**src/hw/rtl/tbrl_pkg.sv**
```systemverilog
// Shared constants, types and state codes of the token bucket rate limiter.
// Depends on nothing; used by tbrl_div and token_bucket_rate_limiter_core.
`timescale 1ns / 1ps
`default_nettype none

package tbrl_pkg;

	localparam int FLOW_COUNT = 256;
	localparam int FLOW_W     = $clog2(FLOW_COUNT);
	localparam int TIME_BITS  = 48;

	localparam int CAP_W   = 16;
	localparam int UNIT_W  = 12;
	localparam int PER_W   = 22;
	localparam int Q_W     = CAP_W;
	localparam int PROD_W  = CAP_W + PER_W;
	localparam int CNT_W   = $clog2(Q_W);

	localparam int IN_FLOW_W = 8;
	localparam int IN_TIME_W = 48;

	localparam int CFG_IDX_W  = 1;
	localparam int CFG_DATA_W = 16;

	localparam logic [PER_W-1:0]  MS_PER_SECOND = PER_W'(1000);
	localparam logic [CAP_W-1:0]  CAP_RESET     = CAP_W'(10);
	localparam logic [UNIT_W-1:0] UNIT_RESET    = UNIT_W'(1);

	typedef enum logic [CFG_IDX_W-1:0] {
		CFG_CAPACITY = 1'b0,
		CFG_UNIT     = 1'b1
	} cfg_index_t;

	typedef enum logic [2:0] {
		ST_IDLE,
		ST_READ,
		ST_MUL,
		ST_DIV,
		ST_FIN
	} state_t;

	typedef struct packed {
		logic [TIME_BITS-1:0] stamp;
		logic [CAP_W-1:0]     tokens;
	} entry_t;

endpackage

`default_nettype wire

```
**src/hw/rtl/tbrl_div.sv**
```systemverilog
// Restoring radix-2 divider, one quotient bit per cycle, for the refill amount.
// Depends on tbrl_pkg for the operand and quotient widths.
`timescale 1ns / 1ps
`default_nettype none

module tbrl_div (
	input  wire logic                        clk,
	input  wire logic                        arst_n,
	input  wire logic                        start,
	input  wire logic [tbrl_pkg::PROD_W-1:0] dividend,
	input  wire logic [tbrl_pkg::PER_W-1:0]  divisor,
	output logic                             done,
	output logic [tbrl_pkg::Q_W-1:0]         quotient
);

	localparam int DSH_W = tbrl_pkg::PER_W + tbrl_pkg::Q_W - 1;

	logic [tbrl_pkg::PROD_W-1:0] rem_q;
	logic [DSH_W-1:0]            dsh_q;
	logic [tbrl_pkg::Q_W-1:0]    quot_q;
	logic [tbrl_pkg::CNT_W-1:0]  cnt_q;
	logic                        busy_q;
	logic                        done_q;
	logic                        fits;
	logic [tbrl_pkg::PROD_W-1:0] dsh_ext;

	assign dsh_ext = tbrl_pkg::PROD_W'(dsh_q);
	assign fits    = rem_q >= dsh_ext;

	always_ff @(posedge clk or negedge arst_n) begin
		if (!arst_n) begin
			busy_q <= 1'b0;
			done_q <= 1'b0;
			cnt_q  <= '0;
		end else begin
			done_q <= 1'b0;
			if (start) begin
				busy_q <= 1'b1;
				cnt_q  <= tbrl_pkg::CNT_W'(tbrl_pkg::Q_W - 1);
			end else if (busy_q) begin
				cnt_q <= cnt_q - 1'b1;
				if (cnt_q == '0) begin
					busy_q <= 1'b0;
					done_q <= 1'b1;
				end
			end
		end
	end

	always_ff @(posedge clk) begin
		if (start) begin
			rem_q  <= dividend;
			dsh_q  <= DSH_W'(divisor) << (tbrl_pkg::Q_W - 1);
			quot_q <= '0;
		end else if (busy_q) begin
			if (fits) begin
				rem_q <= rem_q - dsh_ext;
			end
			quot_q <= {quot_q[tbrl_pkg::Q_W-2:0], fits};
			dsh_q  <= dsh_q >> 1;
		end
	end

	assign done     = done_q;
	assign quotient = quot_q;

endmodule

`default_nettype wire

```
**config.mk**
```make
export PLATFORM = sky130hd
export DESIGN_NAME = tbrl_div
export DESIGN_NICKNAME = d
export VERILOG_FILES = /design/src/hw/rtl/tbrl_pkg.sv /design/src/hw/rtl/tbrl_div.sv
export SDC_FILE = /design/constraint.sdc
export NUM_CORES = 1
export LEC_CHECK = 0
export ABC_AREA = 1
export BUFFER_PORTS_ARGS = -buffer_cell sky130_fd_sc_hd__buf_2
export CAP_MARGIN = 15
export CORE_ASPECT_RATIO = 0.75
export CORE_UTILIZATION = 40
export DETAILED_ROUTE_END_ITERATION = 6
export MAX_ROUTING_LAYER = met4
export PLACE_DENSITY_LB_ADDON = 0.15
export SLEW_MARGIN = 10
export SYNTH_ARGS = -nofsm -noshare
export SYNTH_HDL_FRONTEND = slang
export SYNTH_SLANG_ARGS = --single-unit
export TNS_END_PERCENT = 100
```
**constraint.sdc**
```tcl
create_clock -name clk -period 5.1 [get_ports clk]
set_clock_uncertainty 0.05 [all_clocks]
set_input_delay 1.02 -clock clk [delete_from_list [all_inputs] [get_ports clk]]
set_output_delay 1.02 -clock clk [all_outputs]
set_load 0.02 [all_outputs]
```
Word level (Yosys, flattened, before mapping) --
Cells that the tools add are included.
Cells by class: add/sub/neg operators 2, reduce and logical (&&, ||, !) cells 4, magnitude comparators 1, muxes and demuxes 13
Operators by type and width (count):
- 2-to-1 mux 38 bit | 3
- 2-to-1 mux 37 bit | 2
- greater-or-equal comparator 38 x 37 -> 1 bit | 1
- subtractor 38 x 37 -> 38 bit | 1
- 2-to-1 mux 4 bit | 2
- 2-to-1 mux 1 bit | 6
- logical NOT 4 bit | 1
- nonzero test 2 bit | 2
- subtractor 4 x 1 -> 4 bit (second input constant) | 1
- AND reduction 2 bit | 1
Word-level totals: output and inout port bits 17, word-level logic and storage cells 27, register bits 97, input port bits 63

Depth between registers and ports, before layout --
depth in word-level cells 4, depth in mapped cells 15, mapped depth without buffers 15

Least setup slack after synthesis --
OpenSTA, ideal clock, no wires.
path type input -> register, start point in start, end point reg rem_q[0] (netlist bit) (enable), stages 4, arrival time 2.394 ns, setup slack 2.260 ns, cell sequence clkbuf_1 -> inv_1 -> buf_6 -> nand2_1
Between the ends: longest elaborated chain between the ends 2, elaborated cells between the ends (all ways) 3, classes of those cells reduce/logical: 3
Ends and longest elaborated chain:
- start, declared | RTL line tbrl_div.sv:9 | input wire logic start,
- nonzero test 2 bit (no line)
- AND reduction 2 bit (no line) *
- end signal, assigned | RTL line tbrl_div.sv:52 | rem_q <= dividend;
- end signal, assigned | RTL line tbrl_div.sv:57 | rem_q <= rem_q - dsh_ext;
- end, declared | RTL line tbrl_div.sv:18 | logic [tbrl_pkg::PROD_W-1:0] rem_q;
Mark *: on every way between the ends. The rest lies on a longest branch, timed or not. A chain may end at the register's enable or synchronous reset.

Worst setup path after layout --
start point reg rem_q[0] (netlist bit), end point reg rem_q[16] (netlist bit) (enable)
Between the ends: longest elaborated chain between the ends 3
Ends and longest elaborated chain:
- greater-or-equal comparator 38 x 37 -> 1 bit | RTL line tbrl_div.sv:28 | assign fits = rem_q >= dsh_ext;
- nonzero test 2 bit (no line)
- AND reduction 2 bit (no line)
Every way passes these cells.

==> flow_metrics.env <==
export IMPL_status="finished clean"
export IMPL_htree_levels=3
export IMPL_synth_seq_area_share=0.390
export IMPL_required_ns=5.12
export IMPL_grt_max_degree=84
export IMPL_setup_viol=0
export IMPL_worstPathMaxFanout=21
export IMPL_drt_wirelength_per_cell_um=13.3
export IMPL_syn_area_um2=6600
export IMPL_fin_crit_ns=3.05
export IMPL_viasPerCell=4.73
export IMPL_die_h_um=113
export IMPL_fmax_ghz=0.327
export IMPL_port_buffers=79
export IMPL_cap_violations=0
export IMPL_fill_cells=1664
export IMPL_first_iter_violations=355
export IMPL_antenna_found_initial=0
export IMPL_crit_path_top_delay_cell="nand2_1"
export IMPL_start_kind="flop"
export IMPL_die_w_um=150
export IMPL_core_area_um2=16100
export IMPL_initial_utilization=0.411
export IMPL_synthCells=942
export IMPL_seq_area_um2=2570
export IMPL_synth_distinct_cells=34
export IMPL_overflow=0
export IMPL_slew_headroom=0.362
export IMPL_num_io_pins=80
export IMPL_rsz0062_at_grt="false"
export IMPL_leakagePower_nw=3.81
export IMPL_cts_tree="done"
export IMPL_die_area_um2=17000
export IMPL_crit_chain="inv_1 > ha_1 > fa_1 > inv_1 > nand3_1 > nand3_2 > nand2_1 > nand2_1 > nand4_1 > nand4_1 > nand2_1 > nand2_1 > buf_12"
export IMPL_grt_pass1_vias=5457
export IMPL_drc=0
export IMPL_clk_path_buf_depth=2
export IMPL_clock_sinks=97
export IMPL_gp_congestion=0.899
export IMPL_dr_pass1_iters=5
export IMPL_cts_resized=0
export IMPL_clkLatencyLatePin_ns=0.36
export IMPL_rows=40
export IMPL_grt_usage=0.214
export IMPL_powerDensity_nw_per_um2=555
export IMPL_ant_nets=0
export IMPL_min_path_type="in -> async"
export IMPL_synth_nets=1044
export IMPL_cpMostUsedCell="nand2_1"
export IMPL_final_max_slew_viol_count=0
export IMPL_tightestPinTransition_ns=0.954
export IMPL_hpwl_mm=12.8
export IMPL_final_layout_size_suffix_gt1_frac=0.128
export IMPL_vdd_drop_max_mv=0.232
export IMPL_ys_seq_elements=97
export IMPL_cts_hold_buf=0
export IMPL_syn2layout_area_growth_pct=14.5
export IMPL_hold_viol_final=0
export IMPL_total_power_mw=4.19
export IMPL_path_clk_slew_ns=0.09
export IMPL_final_nets=1120
export IMPL_cpPeakStageDelay_ns=0.70
export IMPL_cp_end_kind="flop"
export IMPL_fin_tns_setup_ns=0
export IMPL_diodes=0
export IMPL_root_buffer="clkbuf_16"
export IMPL_numCtsBuffers=9
export IMPL_grt_pass1_wl_mm=27.5
export IMPL_final_cell_mix="324 x nand2_1, 169 x inv_1, 79 x buf_2, 63 x nor2_1, 60 x edfxtp_1"
export IMPL_yosysWarningCount=0
export IMPL_multi_input_area_um2=3300
export IMPL_syn_area_per_cell_um2=7.00
export IMPL_crit_arrival_ns=3.07
export IMPL_via_count=5838
export IMPL_period_share=0.599
export IMPL_postLayoutCoreUtil=0.470
export IMPL_crit_type="reg -> reg"
export IMPL_wirelength_mm=16.4
export IMPL_cts_setup_buffers=0
export IMPL_r2r_slack_ns=2.05
export IMPL_final_common_cell="nand2_1"
[per-stage QoR]
stage / cells / setup slack (ns) / cell area [µm²] / hold slack (ns)
after global placement: 1217 / 1.87 / 7230 / 0.395
after floorplan: 942 / 2.26 / 6600 / 0.382
after detailed placement: 1217 / 1.79 / 7230 / 0.402
final: 1233 / 2.05 / 7550 / 0.409
after global routing: 1233 / 1.69 / 7550 / 0.401
after CTS: 1233 / 1.97 / 7550 / 0.397
[logic make-up after synthesis]
family	share of synthesized area
xor gates and xnor gates	0.0159
DFF	0.390
AOI/OAI and AO/OA	0.105
buffers and inverters	0.110
adders and majority gates	0.0751
and+or+nand+nor	0.304
[where the power goes]
group	switching (mW)	internal, mW
sequential	0.0574	1.08
clock	0.373	0.366
combinational	1.51	0.805
[state kept, by name, indices dropped and copies added, names as in the netlist]
signal and count:
done 1, cnt_q 4, dsh_q 37, quotient 16
rem_q 38, busy_q 1
[worst paths after layout]
| kind | startpoint | to | depth (start not counted) |
|---|---|---|---|
| min in group clk | dsh_q[0] | dsh_q[0] | 2 |
| min reg2reg | dsh_q[0] | dsh_q[0] | 2 |
| max reg2reg | rem_q[0] | rem_q[16] | 13 |
| max | rem_q[0] | rem_q[16] | 13 |
| max in group asynchronous | arst_n | busy_q | 1 |
| min | arst_n | done | 1 |
[final cells by class]
class,count,area share
Tap cell,210,0.0348
Clock buffer,9,0.0298
Clock inverter,7,0.0131
Inverter,170,0.0845
Multi-Input combinational cell,656,0.437
Sequential cell,97,0.341
Timing Repair Buffer,84,0.0606
[worst max-delay path, delay by kind of cell, from the launching register on]
kind | cells | cell delay [ns]
and+or+nand+nor | 8 | 1.36
adders and majority gates | 2 | 0.57
buffers and inverters | 3 | 0.42
DFF | 1 | 0.33
[Yosys cell counts]
cell type / n / area, µm²
buf_6: 2 / 22.5
or2_2: 3 / 18.8
nor3_1: 8 / 40.0
o22ai_1: 27 / 169
nor2_4: 1 / 11.3
o21ai_1: 9 / 45.0
xnor2_1: 12 / 105
nand2_1: 324 / 1220
ha_1: 38 / 475
nand4_1: 2 / 12.5
nand3b_1: 6 / 45.0
and2_1: 1 / 6.26
nor2_2: 5 / 31.3
fa_1: 1 / 20.0
nor3b_1: 1 / 7.51
a21oi_1: 36 / 180
or2_1: 1 / 6.26
a21o_1: 2 / 15.0
o21bai_1: 2 / 15.0
edfxtp_1: 60 / 1800
a22oi_1: 1 / 7.51
o21ai_0: 47 / 235
a31oi_1: 1 / 6.26
dfxtp_1: 31 / 621
nand3_1: 43 / 215
clkbuf_1: 14 / 52.6
nand2_2: 11 / 68.8
dfrtp_1: 6 / 150
nand3_2: 9 / 90.1
nor2_1: 63 / 236
buf_1: 1 / 3.75
a21oi_2: 2 / 17.5
buf_2: 2 / 10.0
inv_1: 170 / 638
[layer usage]
| layer | up-vias | track usage | share of wire |
|---|---|---|---|
| li1 | 3145 | - | - |
| met1 | 2560 | 0.338 | 0.58 |
| met2 | 121 | 0.275 | 0.37 |
| met3 | 12 | 0.0339 | 0.043 |
| met4 | 0 | 0.0485 | 0.0099 |
| met5 | - | - | 0 |
(Power assumes the default switching activity.)
